<file path="config.mk">
export PLATFORM = sky130hd
export DESIGN_NAME = mp2d_scan
export DESIGN_NICKNAME = d
export VERILOG_FILES = /design/src/rtl/mp2d_pkg.sv /design/src/rtl/mp2d_scan.sv
export SDC_FILE = /design/constraint.sdc
export NUM_CORES = 1
export LEC_CHECK = 0
export ABC_AREA = 1
export BUFFER_PORTS_ARGS = -buffer_cell sky130_fd_sc_hd__buf_2
export CORE_UTILIZATION = 49
export CTS_CLUSTER_DIAMETER = 100
export CTS_CLUSTER_SIZE = 16
export DETAILED_ROUTE_END_ITERATION = 7
export PLACE_DENSITY = 0.79
export REMOVE_ABC_BUFFERS = 1
export SYNTH_ARGS = -nofsm -noshare
export SYNTH_HDL_FRONTEND = slang
export SYNTH_SLANG_ARGS = --single-unit
</file>
<file path="constraint.sdc">
create_clock -name clock -period 3.5 [get_ports clock]
set_input_delay 0 -clock clock [delete_from_list [all_inputs] [get_ports clock]]
set_output_delay 0 -clock clock [all_outputs]
set_load 0.05 [all_outputs]
</file>
<file path="src/rtl/mp2d_pkg.sv">
package mp2d_pkg;

   // Sizing of the line store and the data path
   localparam int DATA_BITS   = 16;
   localparam int MAX_WIDTH   = 256;
   localparam int MAX_KERNEL  = 8;

   localparam int COL_BITS    = $clog2(MAX_WIDTH);
   localparam int DIM_BITS    = COL_BITS + 1;
   localparam int KER_BITS    = $clog2(MAX_KERNEL + 1);
   localparam int SLOT_BITS   = $clog2(MAX_KERNEL);
   localparam int STORE_DEPTH = MAX_WIDTH * MAX_KERNEL;
   localparam int ADDR_BITS   = $clog2(STORE_DEPTH);
   localparam int STEP_BITS   = 4;
   localparam int SUM_BITS    = $clog2(MAX_WIDTH + MAX_KERNEL + 16);
   localparam int OUT_BITS    = 8;

   // Register file
   localparam int REG_DIM_BITS  = 9;
   localparam int REG_KER_BITS  = 4;
   localparam int CSR_ADDR_BITS = 5;
   localparam int CSR_DATA_BITS = 32;
   localparam int REG_IDX_BITS  = 3;

   localparam logic [REG_IDX_BITS-1:0] REG_IMAGE_WIDTH   = 3'd0;
   localparam logic [REG_IDX_BITS-1:0] REG_IMAGE_HEIGHT  = 3'd1;
   localparam logic [REG_IDX_BITS-1:0] REG_KERNEL_WIDTH  = 3'd2;
   localparam logic [REG_IDX_BITS-1:0] REG_KERNEL_HEIGHT = 3'd3;
   localparam logic [REG_IDX_BITS-1:0] REG_STEP_SIZE     = 3'd4;

   // Effective (clamped) configuration
   typedef struct packed {
      logic [DIM_BITS-1:0]  width;
      logic [DIM_BITS-1:0]  height;
      logic [KER_BITS-1:0]  kwidth;
      logic [KER_BITS-1:0]  kheight;
      logic [STEP_BITS-1:0] step;
   } cfg_type;

   // Window found by the position tracker for the sample just taken
   typedef struct packed {
      logic                 hit;
      logic [SLOT_BITS-1:0] slot;
      logic [COL_BITS-1:0]  c0;
      logic [OUT_BITS-1:0]  orow;
      logic [OUT_BITS-1:0]  ocol;
      logic                 last;
   } win_type;

   // Finished window maximum offered by the scan sequencer
   typedef struct packed {
      logic                 valid;
      logic [DATA_BITS-1:0] pooled;
      logic [OUT_BITS-1:0]  orow;
      logic [OUT_BITS-1:0]  ocol;
      logic                 last;
   } res_type;

   typedef enum logic [1:0] {
      SCAN_IDLE,
      SCAN_READ,
      SCAN_DRAIN,
      SCAN_EMIT
   } scan_state_type;

   function automatic logic [DIM_BITS-1:0] clamp_dim(input logic [REG_DIM_BITS-1:0] v);
      logic [DIM_BITS-1:0] r;
      if (v == '0) begin
         r = DIM_BITS'(1);
      end else if (int'(v) > MAX_WIDTH) begin
         r = DIM_BITS'(MAX_WIDTH);
      end else begin
         r = DIM_BITS'(v);
      end
      return r;
   endfunction

   function automatic logic [KER_BITS-1:0] clamp_ker(input logic [REG_KER_BITS-1:0] v);
      logic [KER_BITS-1:0] r;
      if (v == '0) begin
         r = KER_BITS'(1);
      end else if (int'(v) > MAX_KERNEL) begin
         r = KER_BITS'(MAX_KERNEL);
      end else begin
         r = KER_BITS'(v);
      end
      return r;
   endfunction

   function automatic logic [STEP_BITS-1:0] clamp_step(input logic [REG_KER_BITS-1:0] v);
      logic [STEP_BITS-1:0] r;
      if (v == '0) begin
         r = STEP_BITS'(1);
      end else begin
         r = STEP_BITS'(v);
      end
      return r;
   endfunction

endpackage

</file>
<file path="src/rtl/mp2d_scan.sv">
module mp2d_scan (
   input  logic                                  clock,
   input  logic                                  reset,
   input  mp2d_pkg::cfg_type                     cfg,
   input  logic                                  start,
   input  mp2d_pkg::win_type                     win,
   input  logic                                  take,
   input  logic signed [mp2d_pkg::DATA_BITS-1:0] rd_data,
   output logic                                  rd_en,
   output logic [mp2d_pkg::ADDR_BITS-1:0]        rd_addr,
   output logic                                  busy,
   output mp2d_pkg::res_type                     res
);
   import mp2d_pkg::*;

   scan_state_type state_ff, state_in;

   logic [SLOT_BITS-1:0]        slot_ff, slot_in;
   logic [SLOT_BITS-1:0]        i_ff, i_in;
   logic [SLOT_BITS-1:0]        j_ff, j_in;
   logic [COL_BITS-1:0]         col_ff, col_in;
   logic [COL_BITS-1:0]         c0_ff, c0_in;
   logic [OUT_BITS-1:0]         orow_ff, orow_in;
   logic [OUT_BITS-1:0]         ocol_ff, ocol_in;
   logic                        last_ff, last_in;
   logic                        rd_valid_ff, rd_valid_in;
   logic                        rd_first_ff, rd_first_in;
   logic signed [DATA_BITS-1:0] best_ff, best_in;

   logic i_last, j_last, slot_last;

   always_comb begin
      i_last    = (KER_BITS'(i_ff) + KER_BITS'(1)) == cfg.kheight;
      j_last    = (KER_BITS'(j_ff) + KER_BITS'(1)) == cfg.kwidth;
      slot_last = (KER_BITS'(slot_ff) + KER_BITS'(1)) == cfg.kheight;

      state_in = state_ff;
      slot_in  = slot_ff;
      i_in     = i_ff;
      j_in     = j_ff;
      col_in   = col_ff;
      c0_in    = c0_ff;
      orow_in  = orow_ff;
      ocol_in  = ocol_ff;
      last_in  = last_ff;

      unique case (state_ff)
         SCAN_IDLE: begin
            if (start) begin
               slot_in  = win.slot;
               col_in   = win.c0;
               c0_in    = win.c0;
               i_in     = '0;
               j_in     = '0;
               orow_in  = win.orow;
               ocol_in  = win.ocol;
               last_in  = win.last;
               state_in = SCAN_READ;
            end
         end
         SCAN_READ: begin
            if (j_last) begin
               j_in    = '0;
               col_in  = c0_ff;
               slot_in = slot_last ? '0 : slot_ff + 1'b1;
               i_in    = i_ff + 1'b1;
               if (i_last) begin
                  state_in = SCAN_DRAIN;
               end
            end else begin
               j_in   = j_ff + 1'b1;
               col_in = col_ff + 1'b1;
            end
         end
         SCAN_DRAIN: begin
            state_in = SCAN_EMIT;
         end
         SCAN_EMIT: begin
            if (take) begin
               state_in = SCAN_IDLE;
            end
         end
         default: begin
            state_in = SCAN_IDLE;
         end
      endcase

      rd_en       = state_ff == SCAN_READ;
      rd_addr     = ADDR_BITS'(slot_ff * MAX_WIDTH) + ADDR_BITS'(col_ff);
      rd_valid_in = rd_en;
      rd_first_in = rd_en && (i_ff == '0) && (j_ff == '0);

      // Shared compare unit: one line-store entry per cycle
      best_in = best_ff;
      if (rd_valid_ff && (rd_first_ff || (rd_data > best_ff))) begin
         best_in = rd_data;
      end

      busy       = state_ff != SCAN_IDLE;
      res.valid  = state_ff == SCAN_EMIT;
      res.pooled = best_ff;
      res.orow   = orow_ff;
      res.ocol   = ocol_ff;
      res.last   = last_ff;
   end

   always_ff @(posedge clock) begin
      if (reset) begin
         state_ff    <= SCAN_IDLE;
         rd_valid_ff <= 1'b0;
      end else begin
         state_ff    <= state_in;
         rd_valid_ff <= rd_valid_in;
      end
   end

   always_ff @(posedge clock) begin
      slot_ff     <= slot_in;
      i_ff        <= i_in;
      j_ff        <= j_in;
      col_ff      <= col_in;
      c0_ff       <= c0_in;
      orow_ff     <= orow_in;
      ocol_ff     <= ocol_in;
      last_ff     <= last_in;
      rd_first_ff <= rd_first_in;
      best_ff     <= best_in;
   end

endmodule
</file>
==> flow_summary.ini <==
[clocking]
clk_latency_ns = 0.36
numCtsBuffers = 9
clockBufferDepth = 2
cts.sinks = 62
ctsResizeCount = 0
cts_tree = done
htreeDepth = 3
cts_root_buf = clkbuf_8
post_cts_buffers = 0
clkTransAtPathRegs_ns = 0.08

[finish]
fin_util = 0.724
regArea_sq_um = 1820
nets = 552
syn2layout_area_growth_pct = 38.6
layout_common_cells = buf_2 (102), edfxtp_1 (58), nand2_1 (50)
fill_cells = 413
multiInputGateArea_sq_um = 1140
antenna_cells = 0
drive_above_1_share = 0.279
final_common_cell = buf_2

[placement]
portBuffers = 102
post-place-ws_ns = 1.08
globalplace.congestion = 0.758
place_hpwl_um = 4830

[hold_path]
whs_path_depth = 5
hold_end = slot_ff[1]$_DFFE_PP_
hold_class = in -> reg
hp-start = cfg[6]

[yosys]
avgSynthCellArea_sq_um = 10.9
netlist_area_sq_um = 3170
yosysWarnings = 0
netlist_top_cells_area = edfxtp_1 (55%), ha_1 (11%), nand2_1 (5.9%)
synthMuxAreaShare = 0
synth_top_family_by_area = simple AND/OR/NAND/NOR gates
synth_compound_area_frac = 0.0458
yosysTopAreaCell = edfxtp_1
synthXorXnorAreaFrac = 0.0498
ys_types = 28
synth_cells = 291
yosys.area_share.adder = 0.107
synth.top_cell.area_share = 0.550
synth-simple-area-share = 0.158
synth-seq-area-share = 0.575
synth_seq_cells = 62

[global_route]
grt_overflow = 0
grt_pass1_wl_um = 12100
antenna_found_initial = 0
grt_usage = 0.250
grt_max_degree = 26
grt_pass1_vias = 2677

[pwr]
power_density_nw_per_um2 = 800
peakVddDrop_v = 0.000624
power_leakage_nw = 2.06

[critical_path]
critical_path_arrival_ns = 2.47
crit_fanout = 12
crit_chain = inv_1 > ha_1 > xor2_1 > nor2_4 > nand3_4 > nand2_4 > nand2_1 > nor2_1
cp-start-kind = register
timing.rr.start = j_ff[0]$_SDFFCE_PP0P_
cpMaxStageDelayCell = edfxtp_1
critPathKind = reg -> reg
rrSetupSlack_ns = 1.02
reg2reg_depth = 8
required_ns = 3.49
r2r_end = i_ff[1]$_SDFFCE_PN0P_
end_kind = register
slowest_delay_ns = 0.49

[sta]
finalSetupViolations = 0
slew_violations = 0
rsz0062_at_grt = no
fin_crit_ns = 2.48
timing.final.ws_setup_ns = 1.02
fmax_ghz = 0.403
tns_ns = 0
slew_headroom = 0.335
fin_worst_skew_ns = 0.0139
fin_crit_sh = 0.709
tightest_slew_ns = 0.993
hold_violations = 0

[route]
firstDrtPassIters = 4
met1Wirelength_um = 3010
wl_met2_um = 4230
viasPerCell = 5.08
wire_per_inst_um = 15.4
dr_wl_met3_um = 532
wl_um = 8090
vias = 2674
drc = 0
drt_iter0_markers = 91
ant_nets = 0
highest_layer = met4

[die]
dieArea_sq_um = 6790
dieWidth_um = 82.4
die_h_um = 82.4
initial_core_util = 0.523
coreArea_sq_um = 6060
ioPinCount = 126
rows = 28

[outcome]
status = finished, final reports clean

[run]
maxCapViolCount = 0
-- what timing repair did --
item	in CTS	in global routing
hold endpoints to repair	52	0
hold buffers	45	0
setup endpoints to repair	0	0
-- final cells by class --
class	instances	area share
Sequential cell	62	0.415
Multi-Input combinational cell	177	0.260
Timing Repair Buffer	148	0.221
Inverter	48	0.0410
Clock buffer	9	0.0282
Tap cell	75	0.0214
Clock inverter	7	0.0142
-- layer usage --
layer,vias up,track usage
met5,-,0
met4,0,0.133
met3,29,0.0703
met2,120,0.459
met1,1235,0.254
li1,1290,-
-- cell usage after synthesis (all sizes together) --
library cell,count
a21oi,18
a22o,1
buf,2
clkbuf,2
clkinv,1
dfxtp,4
edfxtp,58
ha,27
inv,47
nand2,53
nand3,14
nand3b,1
nand4,9
nor2,24
nor3,4
nor4,1
o211a,1
o211ai,1
o21ai,5
xnor2,7
xor2,11
-- cells by family after synthesis --
group	count (synthesis)
AND/OR/NAND/NOR	106
XOR/XNOR	18
AO/OA/AOI/OAI	26
flip-flops	62
adder cells (fa/ha/maj)	27
buffers and inverters	52
-- how the worst max path moves through the flow --
stage                                from                     to  slack [ns]  cells after the start
global route        j_ff[0]$_SDFFCE_PP0P_  i_ff[1]$_SDFFCE_PN0P_        0.88                      8
floorplan           best_ff[15]$_DFFE_PP_   best_ff[0]$_DFFE_PP_        0.67                     10
detailed placement  j_ff[0]$_SDFFCE_PP0P_   slot_ff[2]$_DFFE_PP_        1.08                      8
CTS                 j_ff[0]$_SDFFCE_PP0P_  i_ff[1]$_SDFFCE_PN0P_        1.07                      8
finish              j_ff[0]$_SDFFCE_PP0P_  i_ff[1]$_SDFFCE_PN0P_        1.02                      8
global placement    j_ff[0]$_SDFFCE_PP0P_   slot_ff[1]$_DFFE_PP_        1.18                      8
-- worst max-delay path: cells and delay by family, from the launching register on --
| kind | cells | cell delay [ns] |
|---|---|---|
| AND/OR/NAND/NOR | 5 | 1.03 |
| flip-flops | 1 | 0.49 |
| adder cells (fa/ha/maj) | 1 | 0.33 |
| XOR/XNOR | 1 | 0.20 |
| buffers and inverters | 1 | 0.08 |
-- per-stage QoR --
stage / cell area, sq um / hold slack (ns) / power, mW / cells
final: 4390 / 0.178 / 3.51 / 526
after global routing: 4390 / 0.216 / 3.71 / 526
after CTS: 4390 / 0.154 / 3.46 / 526
after detailed placement: 3750 / 0.178 / 2.83 / 465
after global placement: 3750 / 0.177 / 2.78 / 465
after floorplan: 3140 / 0.0724 / 2.47 / 287
-- power breakdown --
group / switching (mW) / total, mW / leakage (nW) / internal (mW)
Combinational: 1.18 / 1.65 / 1.39 / 0.464
Sequential: 0.147 / 1.26 / 0.582 / 1.11
Clock: 0.335 / 0.607 / 0.0931 / 0.273
Total: 1.66 / 3.51 / 2.06 / 1.85
-- registers in the layout, indices dropped and copies added, names as in the netlist --
register / flops
rd_valid_ff: 1
i_ff: 3
best_ff: 16
ocol_ff: 8
last_ff: 1
j_ff: 3
rd_first_ff: 1
slot_ff: 3
orow_ff: 8
state_ff: 2
col_ff: 8
c0_ff: 8
Power figures use the tool's default switching activity.
