File: config.mk
export PLATFORM = sky130hd
export DESIGN_NAME = mp2d_position
export DESIGN_NICKNAME = d
export VERILOG_FILES = /design/src/rtl/mp2d_pkg.sv /design/src/rtl/mp2d_position.sv
export SDC_FILE = /design/constraint.sdc
export NUM_CORES = 1
export LEC_CHECK = 0
export BUFFER_PORTS_ARGS = -buffer_cell sky130_fd_sc_hd__buf_4
export CAP_MARGIN = 10
export CORE_MARGIN = 5
export CORE_UTILIZATION = 53
export CTS_BUF_LIST = sky130_fd_sc_hd__clkbuf_2
export CTS_CLUSTER_SIZE = 28
export DETAILED_ROUTE_END_ITERATION = 10
export HOLD_SLACK_MARGIN = 0.03
export MAX_ROUTING_LAYER = met4
export PLACE_DENSITY_LB_ADDON = 0.3
export SYNTH_ARGS = -nofsm -noshare
export SYNTH_HDL_FRONTEND = slang
export SYNTH_SLANG_ARGS = --single-unit
export TNS_END_PERCENT = 100
File: constraint.sdc
create_clock -name clock -period 8.5 [get_ports clock]
set_input_delay 0.425 -clock clock [delete_from_list [all_inputs] [get_ports clock]]
set_output_delay 0.425 -clock clock [all_outputs]
set_load 0.1 [all_outputs]
File: src/rtl/mp2d_pkg.sv
package mp2d_pkg;

   // Sizing of the line store and the data path
   localparam int DATA_BITS   = 16;
   localparam int MAX_WIDTH   = 256;
   localparam int MAX_KERNEL  = 8;

   localparam int COL_BITS    = $clog2(MAX_WIDTH);
   localparam int DIM_BITS    = COL_BITS + 1;
   localparam int KER_BITS    = $clog2(MAX_KERNEL + 1);
   localparam int SLOT_BITS   = $clog2(MAX_KERNEL);
   localparam int STORE_DEPTH = MAX_WIDTH * MAX_KERNEL;
   localparam int ADDR_BITS   = $clog2(STORE_DEPTH);
   localparam int STEP_BITS   = 4;
   localparam int SUM_BITS    = $clog2(MAX_WIDTH + MAX_KERNEL + 16);
   localparam int OUT_BITS    = 8;

   // Register file
   localparam int REG_DIM_BITS  = 9;
   localparam int REG_KER_BITS  = 4;
   localparam int CSR_ADDR_BITS = 5;
   localparam int CSR_DATA_BITS = 32;
   localparam int REG_IDX_BITS  = 3;

   localparam logic [REG_IDX_BITS-1:0] REG_IMAGE_WIDTH   = 3'd0;
   localparam logic [REG_IDX_BITS-1:0] REG_IMAGE_HEIGHT  = 3'd1;
   localparam logic [REG_IDX_BITS-1:0] REG_KERNEL_WIDTH  = 3'd2;
   localparam logic [REG_IDX_BITS-1:0] REG_KERNEL_HEIGHT = 3'd3;
   localparam logic [REG_IDX_BITS-1:0] REG_STEP_SIZE     = 3'd4;

   // Effective (clamped) configuration
   typedef struct packed {
      logic [DIM_BITS-1:0]  width;
      logic [DIM_BITS-1:0]  height;
      logic [KER_BITS-1:0]  kwidth;
      logic [KER_BITS-1:0]  kheight;
      logic [STEP_BITS-1:0] step;
   } cfg_type;

   // Window found by the position tracker for the sample just taken
   typedef struct packed {
      logic                 hit;
      logic [SLOT_BITS-1:0] slot;
      logic [COL_BITS-1:0]  c0;
      logic [OUT_BITS-1:0]  orow;
      logic [OUT_BITS-1:0]  ocol;
      logic                 last;
   } win_type;

   // Finished window maximum offered by the scan sequencer
   typedef struct packed {
      logic                 valid;
      logic [DATA_BITS-1:0] pooled;
      logic [OUT_BITS-1:0]  orow;
      logic [OUT_BITS-1:0]  ocol;
      logic                 last;
   } res_type;

   typedef enum logic [1:0] {
      SCAN_IDLE,
      SCAN_READ,
      SCAN_DRAIN,
      SCAN_EMIT
   } scan_state_type;

   function automatic logic [DIM_BITS-1:0] clamp_dim(input logic [REG_DIM_BITS-1:0] v);
      logic [DIM_BITS-1:0] r;
      if (v == '0) begin
         r = DIM_BITS'(1);
      end else if (int'(v) > MAX_WIDTH) begin
         r = DIM_BITS'(MAX_WIDTH);
      end else begin
         r = DIM_BITS'(v);
      end
      return r;
   endfunction

   function automatic logic [KER_BITS-1:0] clamp_ker(input logic [REG_KER_BITS-1:0] v);
      logic [KER_BITS-1:0] r;
      if (v == '0) begin
         r = KER_BITS'(1);
      end else if (int'(v) > MAX_KERNEL) begin
         r = KER_BITS'(MAX_KERNEL);
      end else begin
         r = KER_BITS'(v);
      end
      return r;
   endfunction

   function automatic logic [STEP_BITS-1:0] clamp_step(input logic [REG_KER_BITS-1:0] v);
      logic [STEP_BITS-1:0] r;
      if (v == '0) begin
         r = STEP_BITS'(1);
      end else begin
         r = STEP_BITS'(v);
      end
      return r;
   endfunction

endpackage

File: src/rtl/mp2d_position.sv
module mp2d_position (
   input  logic                           clock,
   input  logic                           reset,
   input  mp2d_pkg::cfg_type              cfg,
   input  logic                           clear,
   input  logic                           accept,
   output mp2d_pkg::win_type              win,
   output logic [mp2d_pkg::ADDR_BITS-1:0] wr_addr
);
   import mp2d_pkg::*;

   logic [COL_BITS-1:0]  row_ff, row_in;
   logic [COL_BITS-1:0]  col_ff, col_in;
   logic [SLOT_BITS-1:0] slot_ff, slot_in;
   logic [SUM_BITS-1:0]  nr0_ff, nr0_in;
   logic [SUM_BITS-1:0]  nc0_ff, nc0_in;
   logic [OUT_BITS-1:0]  orow_ff, orow_in;
   logic [OUT_BITS-1:0]  ocol_ff, ocol_in;

   logic [SUM_BITS-1:0]  col_x, row_x, kw_x, kh_x, w_x, h_x, st_x, c0_x, r0_x;
   logic [SLOT_BITS-1:0] slot_nxt;
   logic                 col_ok, row_ok, fit, col_hit, row_hit, row_end, plane_end;

   always_comb begin
      col_x = SUM_BITS'(col_ff) + SUM_BITS'(1);
      row_x = SUM_BITS'(row_ff) + SUM_BITS'(1);
      kw_x  = SUM_BITS'(cfg.kwidth);
      kh_x  = SUM_BITS'(cfg.kheight);
      w_x   = SUM_BITS'(cfg.width);
      h_x   = SUM_BITS'(cfg.height);
      st_x  = SUM_BITS'(cfg.step);
      c0_x  = col_x - kw_x;
      r0_x  = row_x - kh_x;

      col_ok  = col_x >= kw_x;
      row_ok  = row_x >= kh_x;
      fit     = (kw_x <= w_x) && (kh_x <= h_x);
      col_hit = col_ok && (c0_x == nc0_ff);
      row_hit = row_ok && (r0_x == nr0_ff);

      row_end   = col_x == w_x;
      plane_end = row_x == h_x;

      // Oldest row of the window sits one slot past the current one
      slot_nxt = ((KER_BITS'(slot_ff) + KER_BITS'(1)) == cfg.kheight) ? '0
                                                                      : slot_ff + 1'b1;

      win.hit  = fit && col_hit && row_hit;
      win.slot = slot_nxt;
      win.c0   = COL_BITS'(c0_x);
      win.orow = orow_ff;
      win.ocol = ocol_ff;
      win.last = ((r0_x + st_x + kh_x) > h_x) && ((c0_x + st_x + kw_x) > w_x);

      wr_addr = ADDR_BITS'(slot_ff * MAX_WIDTH) + ADDR_BITS'(col_ff);
   end

   always_comb begin
      row_in  = row_ff;
      col_in  = col_ff;
      slot_in = slot_ff;
      nr0_in  = nr0_ff;
      nc0_in  = nc0_ff;
      orow_in = orow_ff;
      ocol_in = ocol_ff;
      if (clear) begin
         row_in  = '0;
         col_in  = '0;
         slot_in = '0;
         nr0_in  = '0;
         nc0_in  = '0;
         orow_in = '0;
         ocol_in = '0;
      end else if (accept) begin
         if (win.hit) begin
            nc0_in  = nc0_ff + st_x;
            ocol_in = ocol_ff + 1'b1;
         end
         if (row_end) begin
            col_in  = '0;
            nc0_in  = '0;
            ocol_in = '0;
            if (row_hit) begin
               nr0_in  = nr0_ff + st_x;
               orow_in = orow_ff + 1'b1;
            end
            if (plane_end) begin
               row_in  = '0;
               slot_in = '0;
               nr0_in  = '0;
               orow_in = '0;
            end else begin
               row_in  = row_ff + 1'b1;
               slot_in = slot_nxt;
            end
         end else begin
            col_in = col_ff + 1'b1;
         end
      end
   end

   always_ff @(posedge clock) begin
      if (reset) begin
         row_ff  <= '0;
         col_ff  <= '0;
         slot_ff <= '0;
         nr0_ff  <= '0;
         nc0_ff  <= '0;
         orow_ff <= '0;
         ocol_ff <= '0;
      end else begin
         row_ff  <= row_in;
         col_ff  <= col_in;
         slot_ff <= slot_in;
         nr0_ff  <= nr0_in;
         nc0_ff  <= nc0_in;
         orow_ff <= orow_in;
         ocol_ff <= ocol_in;
      end
   end

endmodule

==> impl_results.md <==
* Max Fclk at ~160 MHz
* Initial antenna violation count at 0
* WP data required at roughly 8.1 ns
* Power density cells at between 100 and 150 mW/mm2
* CP max FO at 11
* Post-synth EDFFs at 0
* Most Frequent Cell on Critical Path: ha_1
* Register area at between 0.001 and 0.0015 mm2
* Die area at 0.0129 mm2
* Final setup TNS at 0 ns
* Pin count of the biggest net entering global routing at 19
* Final slew viol count at 0
* Final Hold Fails at 0
* Initial Utilization at 0.548
* DR iter-0 viols at 420
* Worst path top cell family by delay: adder cells
* HP Class: in2reg
* CP Capture Type: primary output
* Tightest Pin Transition at 1.18 ns
* IO buf count at 73
* Final setup fails at 0
* CTS tree: done
* Outcome: finished, final reports clean
* Min cycle time layout at 6.14 ns
* Kind of critical path: reg2out
* Net count after synthesis at 801
* Diode count at 0
* Clock Skew at around 0.014 ns
* GRT Util Overall at 0.256
* Asr flop ratio synth at 0
* Drt wl/cell at approximately 18 um
* Reg2Reg Depth at 12
* Max VDD drop at just under 80 uV
* Syn. warnings at 0
* Setup bufs post-CTS at 0
* Final worst setup slack at 2.36 ns
* Fillers at 938
* Cells after synthesis at 700
* Layout area overhead at 11.4%
* Leak pwr at roughly 2.7 nW
* Post-synthesis cell area at around 0.0057 mm2
* Vias in the first global route at about 5200
* Num CTS Buffers at 5
* Max Cap Viol at 0
* Die X at ~110 um
* Number of cell rows at 37
* First-pass GRT wire length at 26300 um
* Drt total wl at 16400 um
* Cts hold-fix bufs at 0
* Die extent in y at around 110 um
* Via density at about 6.2
* Final #Nets at 849
* Maximum clock insertion buffer count at 2
* DR pass1 iterations at 5
* Critical path depth in cells at 18
* Share of cells above drive strength 1 at 0.135
* Post-route DRC violation count at 0
* Sequential fraction of the synthesis area at 0.186
* Post-synthesis cell type count at 73
* Antenna-violating nets left at 0
* Multi-input logic area at between 0.004 and 0.005 mm2
* Grt ovf at 0
* Routability-driven placement congestion ratio at 1.03
* Htree depth at 2
* Post-cts repair resize count at 0
* Clock slew at reported path FFs at around 0.28 ns
* Critical Path Source Type: flip-flop
* Final period utilization at 0.723
* Critical path data arrival time at around 5.7 ns
* Yosys reg bits at 53
* Via count at 5482
* Crit path buf inv count at 1
* Clock root cell: clkbuf_2
* Pre-CTS setup slack at between 2 and 3 ns
* Worst skew pair latency at 0.48 ns
* Core Region at between 0.01 and 0.015 mm2
* DP HPWL at 13100 um
* Max transition margin at 0.213
* # clock sinks at 53
* Crit path largest cell delay at approximately 0.68 ns
* Slowest CP cell: dfxtp_1
* Critical Path, Cell by Cell: ha_1 -> xor2_1 -> ha_1 -> nor2_1 -> a21oi_1 -> xor2_1 -> fa_1 -> ha_1 -> a21oi_1 -> nor2b_1 -> o21ai_0 -> nand3b_1 -> xnor2_1 -> ha_1 -> nand2_1 -> o21ai_0 -> nor4b_2 -> buf_4
* RSZ-0062 raised after global routing: false
* Ys flop type: dfxtp_1
* I/O pin count at 74
* Mean Syn Cell Area at roughly 8 um2
* Hold depth at 3
[flip-flops by register name, summed over array words and instances, names as in the netlist]
signal,count
col_ff,8
nr0_ff,9
ocol_ff,8
row_ff,8
slot_ff,3
nc0_ff,9
orow_ff,8
[area by class of cell]
class                      count  share of cell area
clock inverter                 3             0.00649
timing repair buffer          74              0.0873
multi-input combinational    572               0.684
sequential                    53               0.167
clock buffer                   5             0.00393
tap                          136              0.0268
inverter                      42              0.0248
[cells in the final DEF (no fill, tap or decap), types with 3 or more instances in the layout]
cell	n
or4_1	4
a21oi_1	44
o21a_1	8
o2111ai_1	4
nand3b_1	5
a2111oi_0	8
nor4_1	8
xor2_1	26
dfxtp_1	53
buf_4	74
a211o_1	4
nor2_1	56
o21ai_0	20
nor3_1	14
or3_1	5
nor2b_1	12
a211oi_1	3
ha_1	55
and3_1	6
mux2_2	3
fa_1	12
o211ai_1	6
nand3_1	36
a22oi_1	3
clkbuf_2	5
a221oi_1	3
nand2b_1	9
xnor3_1	7
nand2_1	51
mux2i_1	8
and2_1	8
nand4_1	18
a21o_1	12
a22o_1	16
xnor2_1	53
nor3_2	3
inv_1	42
[worst register-to-register path, cell delays in order, from the launching register on]
cell	delay [ns]
dfxtp_1	0.56
ha_1	0.42
xor2_1	0.25
ha_1	0.33
a21o_1	0.20
a21oi_1	0.48
nand4_2	0.24
xor2_2	0.34
o21ai_1	0.13
or4_1	0.70
or3_1	0.59
a22o_1	0.32
a22o_1	0.23
[cell usage after synthesis (3+ instances only)]
cell	number	share of area
a22o_1	16	0.025
o2111ai_1	4	0.0061
nor3_1	14	0.012
o21ai_0	20	0.018
xnor3_1	7	0.028
a2111oi_0	8	0.012
a21oi_1	44	0.039
or3_1	5	0.0055
or4_1	4	0.0053
a211o_1	4	0.0061
nand4_1	18	0.020
a21o_1	12	0.016
xor2_1	26	0.040
nor3_2	3	0.0053
a221oi_1	3	0.0046
clkbuf_1	19	0.012
a22oi_1	3	0.0039
nand3b_1	5	0.0066
a211oi_1	3	0.0039
xnor2_1	53	0.081
nor2_1	56	0.037
inv_1	42	0.028
and2_1	8	0.0088
o211ai_1	6	0.0079
and3_1	6	0.0066
mux2i_1	8	0.014
nor2b_1	12	0.013
ha_1	55	0.12
fa_1	12	0.042
dfxtp_1	53	0.19
mux2_2	3	0.0059
nand2b_1	9	0.0099
buf_2	10	0.0088
nor4_1	8	0.0088
nand2_1	51	0.034
nand3_1	36	0.032
o21a_1	8	0.011
[layer usage]
metal | share of wire | up-vias | global-route usage
li1 | - | 2628 | -
met5 | 0 | - | -
met4 | 0.019 | 0 | 0.0752
met1 | 0.45 | 2621 | 0.357
met3 | 0.082 | 21 | 0.0366
met2 | 0.45 | 212 | 0.389
[logic make-up after synthesis]
family,share of synthesized area
AO/OA/AOI/OAI,0.189
XOR/XNOR,0.163
adder cells (fa/ha/maj),0.163
buffers and inverters,0.0530
flip-flops,0.186
multiplexers,0.0199
AND/OR/NAND/NOR,0.226
[through the flow]
stage / instances / utilization / total power, mW / hold slack [ns] / instance area, um2
floorplan: 700 / - / 0.472 / 0.460 / 5710
global placement: 877 / 0.604 / 0.535 / 0.457 / 6290
detailed placement: 877 / 0.604 / 0.546 / 0.464 / 6290
CTS: 885 / 0.611 / 0.682 / 0.213 / 6360
global route: 885 / 0.611 / 0.722 / 0.203 / 6360
finish: 885 / 0.611 / 0.680 / 0.233 / 6360
[power breakdown]
part	switching (mW)	total, mW	internal, mW
logic	0.172	0.292	0.120
clock network	0.0881	0.137	0.0484
registers	0.00112	0.251	0.250
total	0.261	0.680	0.418
[path summary, 6_finish.rpt]
check | startpoint | end | slack (ns)
hold / removal | accept | col_ff[1] | 0.23
setup reg to reg | row_ff[0] | ocol_ff[3] | 3.65
hold reg to reg | orow_ff[7] | orow_ff[7] | 0.49
setup / recovery | col_ff[0] | win[0] | 2.36
Power figures use the tool's default switching activity.
